$ cat config.mk
export PLATFORM = sky130hd
export DESIGN_NAME = obex_packet_parser_unit
export DESIGN_NICKNAME = d
export VERILOG_FILES = /design/src/design/opp_pkg.sv /design/src/design/obex_packet_parser_unit.sv
export SDC_FILE = /design/constraint.sdc
export NUM_CORES = 1
export LEC_CHECK = 0
export ABC_CLOCK_PERIOD_IN_PS = 5000
export BUFFER_PORTS_ARGS = -buffer_cell sky130_fd_sc_hd__buf_2
export CORE_ASPECT_RATIO = 1.75
export CORE_MARGIN = 5
export CORE_UTILIZATION = 45
export CTS_CLUSTER_DIAMETER = 150
export CTS_CLUSTER_SIZE = 16
export DETAILED_ROUTE_END_ITERATION = 10
export GPL_ROUTABILITY_DRIVEN = 0
export PLACE_DENSITY = 0.7
export SYNTH_ARGS = -nofsm -noshare
export SYNTH_HDL_FRONTEND = slang
export SYNTH_SLANG_ARGS = --single-unit
$ cat constraint.sdc
create_clock -name i_clk -period 5 [get_ports i_clk]
set_clock_uncertainty 0.15 [all_clocks]
set_input_delay 1.5 -clock i_clk [delete_from_list [all_inputs] [get_ports i_clk]]
set_output_delay 1.5 -clock i_clk [all_outputs]
set_load 0.005 [all_outputs]
$ cat src/design/opp_pkg.sv
// shared constants, tables and helpers for the obex packet parser
package opp_pkg;

    typedef logic [1:0] t_event_kind;

    localparam t_event_kind EV_HEAD    = 2'd0;
    localparam t_event_kind EV_CONNECT = 2'd1;
    localparam t_event_kind EV_SETPATH = 2'd2;
    localparam t_event_kind EV_HEADER  = 2'd3;

    localparam logic [6:0] OP_CONNECT    = 7'h00;
    localparam logic [6:0] OP_DISCONNECT = 7'h01;
    localparam logic [6:0] OP_PUT        = 7'h02;
    localparam logic [6:0] OP_GET        = 7'h03;
    localparam logic [6:0] OP_SETPATH    = 7'h05;
    localparam logic [6:0] OP_ABORT      = 7'h7F;
    localparam logic [6:0] REQ_LIMIT     = 7'h10;

    localparam logic [1:0] CLS_UNICODE = 2'd0;
    localparam logic [1:0] CLS_BYTES   = 2'd1;

    localparam logic [7:0]  HID_TARGET     = 8'h46;
    localparam logic [7:0]  HID_WHO        = 8'h4A;
    localparam logic [15:0] TARGET_HDR_LEN = 16'd19;
    localparam logic [15:0] MIN_LEN        = 16'd3;
    localparam logic [15:0] MIN_XML_LEN    = 16'd8;
    localparam logic [15:0] XML_MARK_LEN   = 16'd5;

    localparam int UUID_ROWS = 11;

    localparam logic [0:UUID_ROWS-1][0:15][7:0] UUID_TABLE = {
        128'hF9EC7BC4_953C11D2_984E5254_00DC9E09,
        128'h796135F0_F0C511D8_09660800_200C9A66,
        128'h00000001_00001000_80000002_EE000002,
        128'hE33D9545_83744AD7_9EC5C16B_E31EDE8E,
        128'h8EE9B3D0_460811D5_841A0002_A5325B4E,
        128'h92353350_460811D5_841A0002_A5325B4E,
        128'h940126C0_460811D5_841A0002_A5325B4E,
        128'h947E7420_460811D5_841A0002_A5325B4E,
        128'h94C7CD20_460811D5_841A0002_A5325B4E,
        128'h8E61F95D_1A7911D4_8EA40080_5F9B9834,
        128'h8E61F95D_1A7911D4_8EA40080_5F9B9834
    };

    // expected bytes of the "<?xml" mark
    function automatic logic [7:0] xml_mark(input logic [2:0] idx);
        logic [7:0] v;
        case (idx)
            3'd0:    v = 8'h3C;
            3'd1:    v = 8'h3F;
            3'd2:    v = 8'h78;
            3'd3:    v = 8'h6D;
            3'd4:    v = 8'h6C;
            default: v = 8'h00;
        endcase
        return v;
    endfunction

    function automatic logic byte_is_plain(input logic [7:0] b);
        return (b >= 8'h20) || (b == 8'h0A);
    endfunction

    function automatic logic code_is_request(input logic [6:0] c);
        return (c < REQ_LIMIT) || (c == OP_ABORT);
    endfunction

endpackage

$ cat src/design/obex_packet_parser_unit.sv
// obex packet header parser: one stream byte per cycle in, one event register out
//
// Takes one byte of an OBEX packet stream in every cycle and gives at most one event
// per byte: packet head, connect parameters, setpath parameters or a completed header.
// All parsing of a byte is done in the cycle it is accepted, by the phase sequencer and
// its byte and length counters, and the event lands in an output register.
// A byte is accepted whenever the output register is empty or is being taken in the
// same cycle, so the sustained rate is one byte per clock with no stall of its own.
// There is no start-up pass after reset. TARGET_ENTRIES limits which uuid table rows
// can show in the target mask.
module obex_packet_parser_unit
    import opp_pkg::*;
#(
    parameter int TARGET_ENTRIES = 11
) (
    input  logic        i_clk,
    input  logic        i_rst_n,
    input  logic        i_in_valid,
    output logic        o_in_ready,
    input  logic [7:0]  i_data_byte,
    input  logic        i_direction,
    input  logic        i_packet_start,
    output logic        o_out_valid,
    input  logic        i_out_ready,
    output logic [1:0]  o_event_kind,
    output logic [6:0]  o_code,
    output logic        o_fin_bit,
    output logic        o_is_request,
    output logic [15:0] o_length_value,
    output logic [31:0] o_field_value,
    output logic [7:0]  o_header_id,
    output logic [10:0] o_target_mask,
    output logic        o_is_text,
    output logic        o_is_xml,
    output logic        o_packet_last,
    output logic        o_event_direction
);

    localparam int ROWS_USED = (TARGET_ENTRIES < UUID_ROWS) ? TARGET_ENTRIES : UUID_ROWS;

    localparam logic [3:0] PH_IDLE       = 4'd0;
    localparam logic [3:0] PH_LEN_HI     = 4'd1;
    localparam logic [3:0] PH_LEN_LO     = 4'd2;
    localparam logic [3:0] PH_CONNECT    = 4'd3;
    localparam logic [3:0] PH_SETPATH    = 4'd4;
    localparam logic [3:0] PH_HDR_ID     = 4'd5;
    localparam logic [3:0] PH_HDR_LEN_HI = 4'd6;
    localparam logic [3:0] PH_HDR_LEN_LO = 4'd7;
    localparam logic [3:0] PH_HDR_VALUE  = 4'd8;

    logic [3:0]  r_phase,    n_phase;
    logic [15:0] r_pkt_cnt,  n_pkt_cnt;
    logic [15:0] r_pkt_len,  n_pkt_len;
    logic [7:0]  r_code,     n_code;
    logic        r_dir,      n_dir;
    logic [6:0]  r_last_req0, n_last_req0;
    logic [6:0]  r_last_req1, n_last_req1;
    logic [15:0] r_hdr_cnt,  n_hdr_cnt;
    logic [15:0] r_hdr_len,  n_hdr_len;
    logic [31:0] r_acc,      n_acc;
    logic [UUID_ROWS-1:0] r_match, n_match;
    logic        r_tx_ok,    n_tx_ok;
    logic        r_tx_null,  n_tx_null;
    logic        r_tx_xml,   n_tx_xml;
    logic [7:0]  r_hid,      n_hid;

    logic        r_out_valid;
    t_event_kind r_ev_kind;
    logic [15:0] r_ev_len;
    logic [31:0] r_ev_fval;
    logic [7:0]  r_ev_hid;
    logic [10:0] r_ev_tmask;
    logic        r_ev_txt;
    logic        r_ev_xml;
    logic        r_ev_last;
    logic [7:0]  r_ev_code;
    logic        r_ev_dir;

    logic        w_accept;
    logic        w_ev;
    t_event_kind w_kind;
    logic [15:0] w_len;
    logic [31:0] w_fval;
    logic [7:0]  w_hid;
    logic [10:0] w_tmask;
    logic        w_txt;
    logic        w_xml;
    logic [6:0]  w_code7;
    logic [6:0]  w_other_last;
    logic [15:0] w_cnt_inc;
    logic [15:0] w_hcnt_inc;
    logic [15:0] w_k;
    logic [15:0] w_len_lo;
    logic [15:0] w_hlen_lo;
    logic [1:0]  w_cls;
    logic [UUID_ROWS-1:0] w_row_miss;
    logic [UUID_ROWS-1:0] w_row_mask;

    assign o_in_ready = !r_out_valid || i_out_ready;
    assign w_accept   = i_in_valid && o_in_ready;

    assign w_code7      = r_code[6:0];
    assign w_other_last = r_dir ? r_last_req0 : r_last_req1;
    assign w_cnt_inc    = r_pkt_cnt + 16'd1;
    assign w_hcnt_inc   = r_hdr_cnt + 16'd1;
    assign w_k          = r_hdr_cnt - MIN_LEN;
    assign w_len_lo     = {r_pkt_len[15:8], i_data_byte};
    assign w_hlen_lo    = {r_hdr_len[15:8], i_data_byte};
    assign w_cls        = r_hid[7:6];

    always_comb begin
        for (int i = 0; i < UUID_ROWS; i++) begin
            w_row_miss[i] = (UUID_TABLE[i][w_k[3:0]] != i_data_byte);
            w_row_mask[i] = (i < ROWS_USED);
        end
    end

    always_comb begin
        n_phase     = r_phase;
        n_pkt_cnt   = r_pkt_cnt;
        n_pkt_len   = r_pkt_len;
        n_code      = r_code;
        n_dir       = r_dir;
        n_last_req0 = r_last_req0;
        n_last_req1 = r_last_req1;
        n_hdr_cnt   = r_hdr_cnt;
        n_hdr_len   = r_hdr_len;
        n_acc       = r_acc;
        n_match     = r_match;
        n_tx_ok     = r_tx_ok;
        n_tx_null   = r_tx_null;
        n_tx_xml    = r_tx_xml;
        n_hid       = r_hid;
        w_ev        = 1'b0;
        w_kind      = EV_HEAD;
        w_len       = '0;
        w_fval      = '0;
        w_hid       = '0;
        w_tmask     = '0;
        w_txt       = 1'b0;
        w_xml       = 1'b0;

        if (i_packet_start || r_phase == PH_IDLE) begin
            n_code    = i_data_byte;
            n_dir     = i_direction;
            n_pkt_cnt = 16'd1;
            n_pkt_len = '0;
            n_phase   = PH_LEN_HI;
        end else begin
            n_pkt_cnt = w_cnt_inc;
            unique case (r_phase) inside
                PH_LEN_HI: begin
                    n_pkt_len = {i_data_byte, 8'h00};
                    n_phase   = PH_LEN_LO;
                end
                PH_LEN_LO: begin
                    n_pkt_len = (w_len_lo < MIN_LEN) ? MIN_LEN : w_len_lo;
                    w_ev      = 1'b1;
                    w_kind    = EV_HEAD;
                    w_len     = n_pkt_len;
                    if (code_is_request(w_code7)) begin
                        if (r_dir) begin
                            n_last_req1 = w_code7;
                        end else begin
                            n_last_req0 = w_code7;
                        end
                    end
                    n_hdr_cnt = '0;
                    n_acc     = '0;
                    if (w_code7 == OP_CONNECT) begin
                        n_phase = PH_CONNECT;
                    end else if (w_code7 == OP_SETPATH) begin
                        n_phase = PH_SETPATH;
                    end else if (w_code7 == OP_DISCONNECT || w_code7 == OP_PUT ||
                                 w_code7 == OP_GET || w_code7 == OP_ABORT) begin
                        n_phase = PH_HDR_ID;
                    end else if (w_other_last == OP_CONNECT) begin
                        // response to a connect from the other side
                        n_phase = PH_CONNECT;
                    end else begin
                        n_phase = PH_HDR_ID;
                    end
                end
                PH_CONNECT, PH_SETPATH: begin
                    n_acc     = {r_acc[23:0], i_data_byte};
                    n_hdr_cnt = w_hcnt_inc;
                    if (r_phase == PH_CONNECT && w_hcnt_inc == 16'd4) begin
                        w_ev    = 1'b1;
                        w_kind  = EV_CONNECT;
                        w_fval  = {16'h0000, n_acc[31:16]};
                        w_len   = n_acc[15:0];
                        n_phase = PH_HDR_ID;
                    end else if (r_phase == PH_SETPATH && w_hcnt_inc == 16'd2) begin
                        w_ev    = 1'b1;
                        w_kind  = EV_SETPATH;
                        w_fval  = {16'h0000, n_acc[15:0]};
                        n_phase = PH_HDR_ID;
                    end
                end
                PH_HDR_ID: begin
                    n_hid     = i_data_byte;
                    n_hdr_cnt = 16'd1;
                    n_acc     = '0;
                    n_match   = '1;
                    n_tx_ok   = 1'b1;
                    n_tx_null = 1'b0;
                    n_tx_xml  = 1'b1;
                    if (i_data_byte[7]) begin
                        // one-byte value or four-byte value, fixed length
                        n_hdr_len = i_data_byte[6] ? 16'd5 : 16'd2;
                        n_phase   = PH_HDR_VALUE;
                    end else begin
                        n_phase = PH_HDR_LEN_HI;
                    end
                end
                PH_HDR_LEN_HI: begin
                    n_hdr_len = {i_data_byte, 8'h00};
                    n_hdr_cnt = 16'd2;
                    n_phase   = PH_HDR_LEN_LO;
                end
                PH_HDR_LEN_LO: begin
                    n_hdr_len = (w_hlen_lo < MIN_LEN) ? MIN_LEN : w_hlen_lo;
                    n_hdr_cnt = MIN_LEN;
                    if (n_hdr_len == MIN_LEN) begin
                        w_ev    = 1'b1;
                        w_kind  = EV_HEADER;
                        w_hid   = r_hid;
                        w_len   = MIN_LEN;
                        n_phase = PH_HDR_ID;
                    end else begin
                        n_phase = PH_HDR_VALUE;
                    end
                end
                PH_HDR_VALUE: begin
                    if (w_cls[1]) begin
                        n_acc = {r_acc[23:0], i_data_byte};
                    end else if (w_cls == CLS_BYTES) begin
                        if (w_k[15:4] == 12'h000) begin
                            n_match = r_match & ~w_row_miss;
                        end
                        if (w_k < XML_MARK_LEN && xml_mark(w_k[2:0]) != i_data_byte) begin
                            n_tx_xml = 1'b0;
                        end
                    end else if (!w_k[0]) begin
                        // unicode high byte, held for the zero-char test
                        n_acc = {24'h000000, i_data_byte};
                    end else if (!r_tx_null) begin
                        if (r_acc == 32'h0 && i_data_byte == 8'h00) begin
                            n_tx_null = 1'b1;
                        end else if (!byte_is_plain(i_data_byte)) begin
                            n_tx_ok = 1'b0;
                        end
                    end
                    n_hdr_cnt = w_hcnt_inc;
                    if (w_hcnt_inc >= r_hdr_len) begin
                        w_ev    = 1'b1;
                        w_kind  = EV_HEADER;
                        w_hid   = r_hid;
                        w_len   = r_hdr_len;
                        n_phase = PH_HDR_ID;
                        if (w_cls[1]) begin
                            w_fval = n_acc;
                        end else if (w_cls == CLS_BYTES) begin
                            w_xml = n_tx_xml && (r_hdr_len >= MIN_XML_LEN);
                            w_txt = !w_xml && r_tx_ok && (i_data_byte == 8'h00);
                            if ((r_hid == HID_TARGET || r_hid == HID_WHO) &&
                                r_hdr_len == TARGET_HDR_LEN) begin
                                w_tmask = 11'(n_match & w_row_mask);
                            end
                        end else begin
                            w_txt = n_tx_null && n_tx_ok;
                        end
                    end else if (w_cls == CLS_BYTES && !byte_is_plain(i_data_byte)) begin
                        n_tx_ok = 1'b0;
                    end
                end
                default: begin
                    n_phase = PH_IDLE;
                end
            endcase

            // packet closes at its declared length once the length is known
            if (n_phase != PH_IDLE && n_phase != PH_LEN_HI && n_phase != PH_LEN_LO &&
                w_cnt_inc >= n_pkt_len) begin
                n_phase = PH_IDLE;
            end
        end
    end

    always_ff @(posedge i_clk) begin
        if (!i_rst_n) begin
            r_phase     <= PH_IDLE;
            r_pkt_cnt   <= '0;
            r_pkt_len   <= '0;
            r_code      <= '0;
            r_dir       <= 1'b0;
            r_last_req0 <= OP_DISCONNECT;
            r_last_req1 <= OP_DISCONNECT;
            r_hdr_cnt   <= '0;
            r_hdr_len   <= '0;
            r_acc       <= '0;
            r_match     <= '1;
            r_tx_ok     <= 1'b0;
            r_tx_null   <= 1'b0;
            r_tx_xml    <= 1'b0;
            r_hid       <= '0;
        end else if (w_accept) begin
            r_phase     <= n_phase;
            r_pkt_cnt   <= n_pkt_cnt;
            r_pkt_len   <= n_pkt_len;
            r_code      <= n_code;
            r_dir       <= n_dir;
            r_last_req0 <= n_last_req0;
            r_last_req1 <= n_last_req1;
            r_hdr_cnt   <= n_hdr_cnt;
            r_hdr_len   <= n_hdr_len;
            r_acc       <= n_acc;
            r_match     <= n_match;
            r_tx_ok     <= n_tx_ok;
            r_tx_null   <= n_tx_null;
            r_tx_xml    <= n_tx_xml;
            r_hid       <= n_hid;
        end
    end

    always_ff @(posedge i_clk) begin
        if (!i_rst_n) begin
            r_out_valid <= 1'b0;
        end else if (w_accept && w_ev) begin
            r_out_valid <= 1'b1;
        end else if (i_out_ready) begin
            r_out_valid <= 1'b0;
        end
    end

    always_ff @(posedge i_clk) begin
        if (w_accept && w_ev) begin
            r_ev_kind  <= w_kind;
            r_ev_len   <= w_len;
            r_ev_fval  <= w_fval;
            r_ev_hid   <= w_hid;
            r_ev_tmask <= w_tmask;
            r_ev_txt   <= w_txt;
            r_ev_xml   <= w_xml;
            r_ev_last  <= (n_phase == PH_IDLE);
            r_ev_code  <= r_code;
            r_ev_dir   <= r_dir;
        end
    end

    assign o_out_valid       = r_out_valid;
    assign o_event_kind      = r_ev_kind;
    assign o_code            = r_ev_code[6:0];
    assign o_fin_bit         = r_ev_code[7];
    assign o_is_request      = code_is_request(r_ev_code[6:0]);
    assign o_length_value    = r_ev_len;
    assign o_field_value     = r_ev_fval;
    assign o_header_id       = r_ev_hid;
    assign o_target_mask     = r_ev_tmask;
    assign o_is_text         = r_ev_txt;
    assign o_is_xml          = r_ev_xml;
    assign o_packet_last     = r_ev_last;
    assign o_event_direction = r_ev_dir;

endmodule

; ---- Yosys cells after proc, flatten, opt, wreduce, memory -nomap -nowiden
; Memories as Yosys holds them, arrays and structs flattened.
; Index checks and enable logic that the tools add are counted.
[word_totals]
ff_bits = 227
mem_bits_ro = 1280
inputBits = 14
wordCells = 261
n_memories = 10
[mem_list]
columns = memory, depth, width, read_ports, rd_ports_with_merged_regs, write_ports, line
row1 = (no name shown), 16, 8, 1, 0, 0, obex_packet_parser_unit.sv:113  ; w_row_miss[i] = (UUID_TABLE[i][w_k[3:0]] != i_data_byte);
row2 = (no name shown), 16, 8, 1, 0, 0, obex_packet_parser_unit.sv:113
row3 = (no name shown), 16, 8, 1, 0, 0, obex_packet_parser_unit.sv:113
row4 = (no name shown), 16, 8, 1, 0, 0, obex_packet_parser_unit.sv:113
row5 = (no name shown), 16, 8, 1, 0, 0, obex_packet_parser_unit.sv:113
row6 = (no name shown), 16, 8, 1, 0, 0, obex_packet_parser_unit.sv:113
row7 = +4 memories, --, --, --, --, --, --
[op_classes]
n_addsub = 3
magnitude_cmp = 10
n_eq_ne = 40
mux = 108
bitwise_logic = 9
n_reduce_logical = 55
[ops]
columns = op, count
row1 = 8-bit 2-to-1 mux, 26
row2 = 16-bit 2-to-1 mux, 10
row3 = 32-bit 2-to-1 mux, 5
row4 = 32-bit case mux with 3 select lines, 1
row5 = 8-bit inequality test, 11
row6 = 16-bit case mux with 5 select lines, 1
row7 = 16-bit case mux with 4 select lines, 1
row8 = 32-bit case mux with 2 select lines, 1
row9 = 16-bit case mux with 3 select lines, 1
row10 = 7-bit case mux with 5 select lines, 1
row11 = 11-bit 2-to-1 mux, 3
row12 = 16-bit by 1-bit adder with 16-bit output (second input constant), 2
row13 = 16-bit by 2-bit equality test with 1-bit output (second input constant), 2
row14 = 16-bit >= comparator, 2
row15 = 32-bit zero test, 1
row16 = 16-bit by 2-bit less-than comparator with 1-bit output (second input constant), 2
row17 = 4-bit 2-to-1 mux, 8
row18 = 16-bit case mux with 2 select lines, 1
row19 = 1-bit 2-to-1 mux, 30
row20 = 4-bit case mux with 7 select lines, 1
row21 = 11-bit case mux with 2 select lines, 1
row22 = 16-bit by 3-bit equality test with 1-bit output (second input constant), 1
row23 = 16-bit by 5-bit equality test with 1-bit output (second input constant), 1
row24 = 4-bit by 3-bit equality test with 1-bit output (second input constant), 4
row25 = other kinds (54), 108

; ---- Depth between registers and ports, before layout
; Gate-level depths: netlist of run 1.
[depth]
depth_word = 19
mapped_depth = 17
mapped_depth_nobuf = 16

; ---- Least setup slack after synthesis of run 1
; Ideal clock, no wire load.
[synth_timing]
path_type = reg-to-reg
from = reg r_hdr_cnt[0]
to = reg r_ev_dir (netlist: o_event_direction) (enable)
setup_ns = 0.435
arrival_time_ns = 4.954
required_time_ns = 4.415
slack_ns = -0.539
path_stages_with_launch = 16
n_path_buf = 3
synth_period_minus_slack_ns = 5.539
path_cell_list = dfxtp_1 > ha_1 > inv_1 > ha_1 > clkbuf_1 > clkinv_1 > clkbuf_1 > ha_1 > o21ai_0 > a2111oi_0 > o31ai_1 > a21oi_1 > clkbuf_1 > or3_1 > o21ai_0 > inv_1
[synth_via]
elab_chain_len = 8
elab_cells_between_ends = 12
cone_classes = add/sub (1) / order compare (1) / eq/ne (2) / mux (5) / reduce/logical (3)
[synth_rtl]
columns = element, line
row1 = start: declaration, obex_packet_parser_unit.sv:58  ; logic [15:0] r_hdr_cnt, n_hdr_cnt;
row2 = start signal: assignment, obex_packet_parser_unit.sv:315  ; r_hdr_cnt <= n_hdr_cnt;
row3 = 16-bit by 1-bit adder with 16-bit output *, obex_packet_parser_unit.sv:105  ; assign w_hcnt_inc = r_hdr_cnt + 16'd1;
row4 = branches (longest 4 deep; another with 16-bit >= comparator), --
row5 = 1-bit case mux with 4 select lines *, obex_packet_parser_unit.sv:151  ; unique case (r_phase) inside
row6 = 1-bit 2-to-1 mux *, obex_packet_parser_unit.sv:143  ; if (i_packet_start || r_phase == PH_IDLE) begin
row7 = 1-bit logical AND *, obex_packet_parser_unit.sv:337  ; if (w_accept && w_ev) begin
row8 = end signal: assignment, obex_packet_parser_unit.sv:347  ; r_ev_dir <= r_dir;
row9 = end: declaration, obex_packet_parser_unit.sv:77  ; logic r_ev_dir;
; Every way passes the cells marked *.
; A chain may end at the register's enable or synchronous reset.

; ---- Worst setup path in the final report of run 1
[layout_timing]
from = reg r_hdr_cnt[5]
to = reg r_hdr_cnt[6]
[layout_via]
elab_chain_len = 2
[layout_rtl]
columns = element, line
row1 = 16-bit by 1-bit adder with 16-bit output, obex_packet_parser_unit.sv:105
row2 = 16-bit case mux with 5 select lines, obex_packet_parser_unit.sv:151
; No other way between the ends.

==> metrics.md, run 1 <==
| Metric | Value |
|---|---|
| First-pass GRT wire length | `64.62 mm` |
| Vias/cell | `6.181` |
| Antenna violations before repair | `0` |
| DRC Markers | `0` |
| Largest net degree at the start of global routing | `79` |
| Largest family of logic cells by synthesized area | `simple AND/OR/NAND/NOR gates` |
| Outcome | `finished, final reports clean` |
| Grt ovf | `0` |
| Die H | `237.6 µm` |
| Synth Area in Simple Gates | `0.2184` |
| Cells after DPL | `1979` |
| Crit path DAT | `4.87 ns` |
| Crit start category | `register` |
| CTS Root Cell | `clkbuf_16` |
| Slowest stage delay, CP | `0.65 ns` |
| Pre-CTS setup slack | `0.4173 ns` |
| Ant. Diodes | `0` |
| WL/cell | `20.40 µm` |
| Post-synthesis compound-gate area fraction | `0.1846` |
| Netlist Area Pre-Place | `13320 µm²` |
| Adder-cell share of the synthesized area | `0.03946` |
| Layout cells sized above 1 | `0.1136` |
| Placed cell areas | `14220 µm²` |
| Final setup vio count | `0` |
| Peak fanout along the critical path | `20` |
| Vias | `12420` |
| H-tree levels | `1` |
| P_leak | `5.476 nW` |
| Post-synth cell types | `73` |
| Total negative slack | `0 ns` |
| Met2 Use GR | `0.4184` |
| Total power | `3.511 mW` |
| Worst-margin pin slew | `1.084 ns` |
| Seq cells post-synth | `227` |
| Clk slew on worst S/H paths | `0.08 ns` |
| CP Data Required Time | `5.25 ns` |
| CP Capture Type | `register` |
| Die area | `33270 µm²` |
| Initial Util | `0.4548` |
| CTS Buffer Depth | `3` |
| Die width | `140.0 µm` |
| Power Dens Cells | `238.1 nW/µm²` |
| Post-layout min period | `4.619 ns` |
| Final Non-Filler Cells | `2010` |
| Vias in the first global route | `11990` |
| Non-Filler Cell Area, Final | `14750 µm²` |
| I/O pin count | `98` |
| Number of flops mapped to enable cells by yosys | `81` |
| Drt pass-1 iters | `7` |
| WS Path Type | `register to register` |
| CTS tree | `yes` |
| Area of the core | `29290 µm²` |
| Clock tree sinks | `227` |
| Routed Antenna Nets | `0` |
| Total Wirelength | `41.01 mm` |
| Syn_area_per_cell | `8.461 µm²` |
| Final worst slack | `0.3814 ns` |
| Relative slew margins | `0.2720` |
| Synthesis-to-finish area growth | `10.74%` |
| Detail Placement HPWL | `29.50 mm` |
| Multiplexer area fraction after synthesis | `0.04735` |
| Port bufs | `97` |
| Max Cap Viol | `0` |
| Worst VDD drop | `0.1957 mV` |
| Max Slew Vio Count | `0` |
| CTS Hold Bufs | `0` |
| Seq/Total Area, Yosys | `0.4021` |
| RSZ-0062 raised after global routing | `no` |
| Crit-path slowest cell | `nor3_2` |
| Fraction of registers with async set/reset | `0` |
| Overall routing resource usage | `0.2388` |
| Final nets | `1673` |
| Syn_nets | `1630` |
| Synth Warn # | `0` |
| GRT Max-Usage Layer | `met2` |
| Post-synthesis xor/xnor area fraction | `0.06238` |
| GRT met3 Usage | `0.02798` |
| Most used cell, CP | `a21oi_1` |
| Max frequency | `216.5 MHz` |
| Starting DRT DRC Count | `1389` |
| Final hold viol count | `0` |
| Rows | `83` |
| Synth Flop Type | `dfxtp_1` |
| CP cell instances | `nand4_1 > or3_1 > nor2_1 > nand2_1 > xnor2_1 > ha_1 > a21oi_1 > nor2_1 > a211oi_1 > a21oi_1 > buf_4 > nor3_2 > a21oi_1 > buf_4 > mux2i_1` |
| Post_cts resized | `0` |
| Worst skew pair latency | `0.52 ns` |
| Mapped Cells | `1574` |
| Cts bufs inserted | `18` |
| Final critical-path share of the clock period | `0.9237` |
| GR Util met1 | `0.2705` |
| Class of the worst hold path | `register to register` |
| Postcts setup bufs | `0` |
## logic make-up (layout without fill, tap and decap cells)
family,count (synthesis),in the layout
buf+inv,157,211
fa+ha+maj,42,42
mux,59,59
flops,227,227
xor+xnor,94,94
simple gates,608,608
compound gates,387,387
## final timing paths
check	startpoint	to	slack, ns	cells after the start
worst max register to register	r_hdr_cnt[5]	r_hdr_cnt[6]	0.38	15
worst min register to register	r_code[7]	r_ev_code[7]	0.29	0
worst min-delay path	r_code[7]	r_ev_code[7]	0.29	0
worst max-delay path	r_hdr_cnt[5]	r_hdr_cnt[6]	0.38	15
## worst max-delay path, delay by kind of cell, from the launching register on
| kind | cells | cell delay, ns |
|---|---|---|
| mux | 1 | 0.13 |
| xor+xnor | 1 | 0.26 |
| simple gates | 6 | 1.70 |
| buf+inv | 2 | 0.47 |
| flops | 1 | 0.59 |
| fa+ha+maj | 1 | 0.30 |
| compound gates | 4 | 0.90 |
## flip-flops by register name (all words and copies together) (netlist names), 11 cells and up
name / flops
o_length_value: 16
r_acc: 32
r_pkt_len: 16
r_hdr_len: 16
r_hdr_cnt: 16
r_pkt_cnt: 16
o_target_mask: 11
r_match: 11
o_field_value: 32
## per-layer routing
layer / up-vias / share of wire
li1: 5766 / -
met1: 5862 / 0.36
met2: 594 / 0.50
met3: 201 / 0.063
met4: 0 / 0.074
met5: - / 0
## through the flow
stage               hold WS, ns  utilization
floorplan                0.2564            -
global placement         0.2660       0.4857
detailed placement       0.2667       0.4857
CTS                      0.2868       0.5036
global route             0.2912       0.5036
finish                   0.2854       0.5036
## synth_stat cells, types with 7 or more instances
| master | instances | area, µm² |
|---|---|---|
| nor2_1 | 208 | 780.8 |
| dfxtp_1 | 146 | 2923 |
| nand2_1 | 132 | 495.5 |
| a21oi_1 | 128 | 640.6 |
| a22oi_1 | 89 | 668.1 |
| clkbuf_1 | 89 | 334.1 |
| edfxtp_1 | 81 | 2432 |
| o21ai_0 | 66 | 330.3 |
| mux2i_1 | 54 | 540.5 |
| nand3_1 | 53 | 265.3 |
| xnor2_1 | 52 | 455.4 |
| ha_1 | 42 | 525.5 |
| nor3_1 | 42 | 210.2 |
| xor2_1 | 41 | 359.1 |
| nor4_1 | 34 | 212.7 |
| inv_1 | 32 | 120.1 |
| and3_1 | 31 | 193.9 |
| buf_1 | 26 | 97.59 |
| nand4_1 | 21 | 131.4 |
| nand2b_1 | 19 | 118.9 |
| a21o_1 | 16 | 120.1 |
| a211oi_1 | 13 | 97.59 |
| and2_1 | 13 | 81.33 |
| or3_1 | 12 | 75.07 |
| nor2b_1 | 10 | 62.56 |
| o211ai_1 | 9 | 67.56 |
| o22ai_1 | 9 | 56.30 |
| nand3b_1 | 7 | 52.55 |
| o21a_1 | 7 | 52.55 |
| o221ai_1 | 7 | 61.31 |
## cell type report
cell class | count | area, µm²
flip-flops and latches | 227 | 5355
well taps | 382 | 478.0
inverters | 34 | 133.9
clock inverters | 2 | 32.53
clock buffers | 29 | 491.7
fillers | 2771 | 14540
multi-input cells | 1190 | 7366
repair buffers | 146 | 890.9
## placed cells by master, fill, tap and decap left out, types with 53 or more instances in the layout
cell type	n
nand3_1	53
dfxtp_1	146
a21oi_1	128
edfxtp_1	81
nand2_1	132
buf_2	97
o21ai_0	65
nor2_1	208
mux2i_1	54
a22oi_1	89
## power breakdown
group | total (mW) | leakage, nW | switching [mW] | internal [mW]
combinational | 0.233 | 3.32 | 0.158 | 0.0751
sequential | 1.92 | 1.90 | 0.0154 | 1.91
clock | 1.36 | 0.249 | 0.671 | 0.685
total | 3.51 | 5.48 | 0.845 | 2.67
Note: power is estimated with default switching activity, not from simulation.
==> run 2, diff against run 1 <==
--- a/config.mk
+++ b/config.mk
@@ -5,16 +5,19 @@
 export SDC_FILE = /design/constraint.sdc
 export NUM_CORES = 1
 export LEC_CHECK = 0
+export ABC_AREA = 1
 export ABC_CLOCK_PERIOD_IN_PS = 5000
 export BUFFER_PORTS_ARGS = -buffer_cell sky130_fd_sc_hd__buf_2
+export CELL_PAD_IN_SITES_DETAIL_PLACEMENT = 0
+export CELL_PAD_IN_SITES_GLOBAL_PLACEMENT = 1
 export CORE_ASPECT_RATIO = 1.75
 export CORE_MARGIN = 5
-export CORE_UTILIZATION = 45
+export CORE_UTILIZATION = 41
 export CTS_CLUSTER_DIAMETER = 150
 export CTS_CLUSTER_SIZE = 16
 export DETAILED_ROUTE_END_ITERATION = 10
 export GPL_ROUTABILITY_DRIVEN = 0
-export PLACE_DENSITY = 0.7
+export PLACE_DENSITY = 0.83
 export SYNTH_ARGS = -nofsm -noshare
 export SYNTH_HDL_FRONTEND = slang
 export SYNTH_SLANG_ARGS = --single-unit
==> metrics.md, run 2 <==
| Metric | Value |
|---|---|
| CP Capture Type | `register` |
| Number of flops mapped to enable cells by yosys | `81 (unchanged)` |
| Clk slew on worst S/H paths | `0.09 ns (about the same)` |
| Ant. Diodes | `0 (unchanged)` |
| Largest area contributor in the netlist | `dfxtp_1` |
| Post-layout min period | `4.322 ns (-0.2967 ns)` |
| Final nets | `2009 (+20%)` |
| DRC Markers | `0 (unchanged)` |
| WS Path Type | `register to register` |
| Postcts setup bufs | `0 (unchanged)` |
| Vias in the first global route | `12920 (+7.8%)` |
| Switching Share | `0.2736 (+0.03290)` |
| Commonest non-fill, non-tap cell in the layout | `nand2_1` |
| Synth area leaders | `dfxtp_1, edfxtp_1, nand2_1` |
| Post_cts resized | `0 (unchanged)` |
| Syn_area_per_cell | `7.249 µm² (-14%)` |
| CP Data Required Time | `5.07 ns (-0.18 ns)` |
| Relative slew margins | `0.2518 (-0.02022)` |
| Outcome | `finished, final reports clean` |
| WL/cell | `19.95 µm (-2.2%)` |
| Most frequent cells in the layout | `nand2_1, inv_1, a21oi_1` |
| Rows | `88 (+6.0%)` |
| Grt ovf | `0 (unchanged)` |
| Peak fanout along the critical path | `70 (+250%)` |
| Top cells by instance count after synthesis | `nand2_1, inv_1, a21oi_1, nor2_1, dfxtp_1` |
| Final setup vio count | `0 (unchanged)` |
| Crit path DAT | `4.39 ns (-0.48 ns)` |
| Post-synth cell types | `57 (-22%)` |
| Seq cells post-synth | `227 (unchanged)` |
| P_leak | `6.225 nW (+14%)` |
| Clock share of power | `0.372 (-0.014)` |
| CTS Hold Bufs | `0 (unchanged)` |
| Class of the worst hold path | `register to register` |
| Antenna violations before repair | `0 (unchanged)` |
| Pre-CTS setup slack | `0.6543 ns (+0.2370 ns)` |
| Final worst slack | `0.6781 ns (+0.2967 ns)` |
| Synthesis-to-finish area growth | `9.601%` |
| Initial Util | `0.4155 (-0.03930)` |
| CTS Buffer Depth | `3 (unchanged)` |
| Clock tree sinks | `227 (unchanged)` |
| Layout cells sized above 1 | `0.1186 (+0.004999)` |
| Die H | `252.0 µm (+6.1%)` |
| Vias | `13210 (+6.3%)` |
| Psw | `1.021 mW (+21%)` |
| Worst-margin pin slew | `1.122 ns (+0.03866 ns)` |
| Total negative slack | `0 ns (unchanged)` |
| Largest net degree at the start of global routing | `96 (+22%)` |
| CTS tree | `yes` |
| Fraction of registers with async set/reset | `0 (unchanged)` |
| Starting DRT DRC Count | `1075 (-23%)` |
| CTS Root Cell | `clkbuf_16` |
| Cts bufs inserted | `18 (unchanged)` |
| Worst skew pair latency | `0.52 ns (about the same)` |
| Count leader, synth | `nand2_1` |
| Netlist Area Pre-Place | `13720 µm² (+3.0%)` |
| Sequential share of power | `0.520 (-0.027)` |
| H-tree levels | `1 (unchanged)` |
| Crit start category | `register` |
| First-pass GRT wire length | `72.30 mm (+12%)` |
| RSZ-0062 raised after global routing | `no` |
| Die area | `37370 µm² (+12%)` |
| Detail Placement HPWL | `34.83 mm (+18%)` |
| Die width | `148.3 µm (+5.9%)` |
| Max Slew Vio Count | `0 (unchanged)` |
| Max Cap Viol | `0 (unchanged)` |
| Power Dens Cells | `248.2 nW/µm² (+4.3%)` |
| I/O pin count | `98 (unchanged)` |
| Seq/Total Area, Yosys | `0.3902 (-0.01188)` |
| Max frequency | `231.4 MHz (+6.9%)` |
| Total Wirelength | `47.25 mm (+15%)` |
| Worst VDD drop | `0.1734 mV (-11%)` |
| Routed Antenna Nets | `0 (unchanged)` |
| P_int | `2.712 mW (+1.7%)` |
| Synth Flop Type | `dfxtp_1` |
| Final critical-path share of the clock period | `0.8644 (-0.05934)` |
| Combinational share of power | `0.108 (+0.042)` |
| Post-synth top area share | `0.2130 (-0.006483)` |
| Port bufs | `97 (unchanged)` |
| Synth Warn # | `0 (unchanged)` |
| Area of the core | `33030 µm² (+13%)` |
| Overall routing resource usage | `0.2462 (+0.007478)` |
| Vias/cell | `5.576 (-9.8%)` |
| Syn_nets | `1949 (+20%)` |
| Final hold viol count | `0 (unchanged)` |
| Drt pass-1 iters | `6 (-1)` |
| Mapped Cells | `1893 (+20%)` |
-- run 2: cell count changes after synthesis, sizes merged, moves of 21 or more --
cell    delta
a21oi     +48
a22oi     -83
and3      -31
clkbuf    -47
inv      +184
mux2i     -54
nand2    +325
nand3     +72
nor2      -22
o21ai     +72
xnor2     -51
xor2      +21
-- run 2: kinds of logic after synthesis --
group / Yosys count / share of synthesized area
xor gates and xnor gates: 64 / 0.04139
adders and majority gates: 42 / 0.03829
buffers and inverters: 311 / 0.09400
and+or+nand+nor: 881 / 0.2896
AOI/OAI and AO/OA: 368 / 0.1465
DFF: 227 / 0.3902
-- run 2: stage by stage --
step	hold WS (ns)	instances	utilization	cell area, µm²	power (mW)
global placement	0.2596	2338	0.4395	14520	2.374
finish	0.2905	2369	0.4553	15040	3.733
global route	0.2965	2369	0.4553	15040	3.853
CTS	0.2890	2369	0.4553	15040	3.755
floorplan	0.2530	1893	-	13720	2.241
detailed placement	0.2697	2338	0.4395	14520	2.375
-- run 2: routing by layer --
metal / GRT usage / up-vias / share of wire
met2: 0.4373 / 526 / 0.50
met4: 0.1770 / 0 / 0.085
met5: 0 / - / 0
met1: 0.2672 / 6110 / 0.36
li1: - / 6371 / -
met3: 0.03109 / 203 / 0.056
-- run 2: worst paths after layout --
check	startpoint	to	slack (ns)	cells after the start
setup / recovery	r_hdr_cnt[1]	o_length_value[1]	0.68	18
hold / removal	r_code[7]	r_ev_code[7]	0.29	0
setup reg to reg	r_hdr_cnt[1]	o_length_value[1]	0.68	18
hold reg to reg	r_code[7]	r_ev_code[7]	0.29	0
-- run 2: final cells by class --
cell class / instances / area (µm²)
fill: 3401 / 17990
inverter: 222 / 838.3
sequential: 227 / 5355
clock inverter: 2 / 32.53
timing repair buffer: 129 / 738.2
tap: 405 / 506.7
multi-input combinational: 1355 / 7078
clock buffer: 29 / 491.7
-- run 2: worst max-delay path: stages (launching register included) --
cell and delay (ns):
dfxtp_1 0.64, ha_1 0.32, nand2_1 0.13, nor2_4 0.19
nand2_2 0.10, inv_1 0.09, nand3_1 0.06, nand2_1 0.13
inv_1 0.08, ha_1 0.27, nand2_1 0.08, o21ai_0 0.10
a21oi_1 0.15, nand3_1 0.23, a21oi_1 0.35, nand2_1 0.09
o21ai_1 0.22, clkinv_2 0.28, buf_12 0.29
-- run 2: power by group through the flow --
stage          clock network, mW  logic, mW  registers [mW]
3_3_place_gp                   0      0.392            1.98
5_1_grt                     1.48      0.435            1.94
6_report                    1.39      0.403            1.94
3_5_place_dp                   0      0.393            1.98
2_1_floorplan                  0      0.266            1.98
4_1_cts                     1.42      0.395            1.94
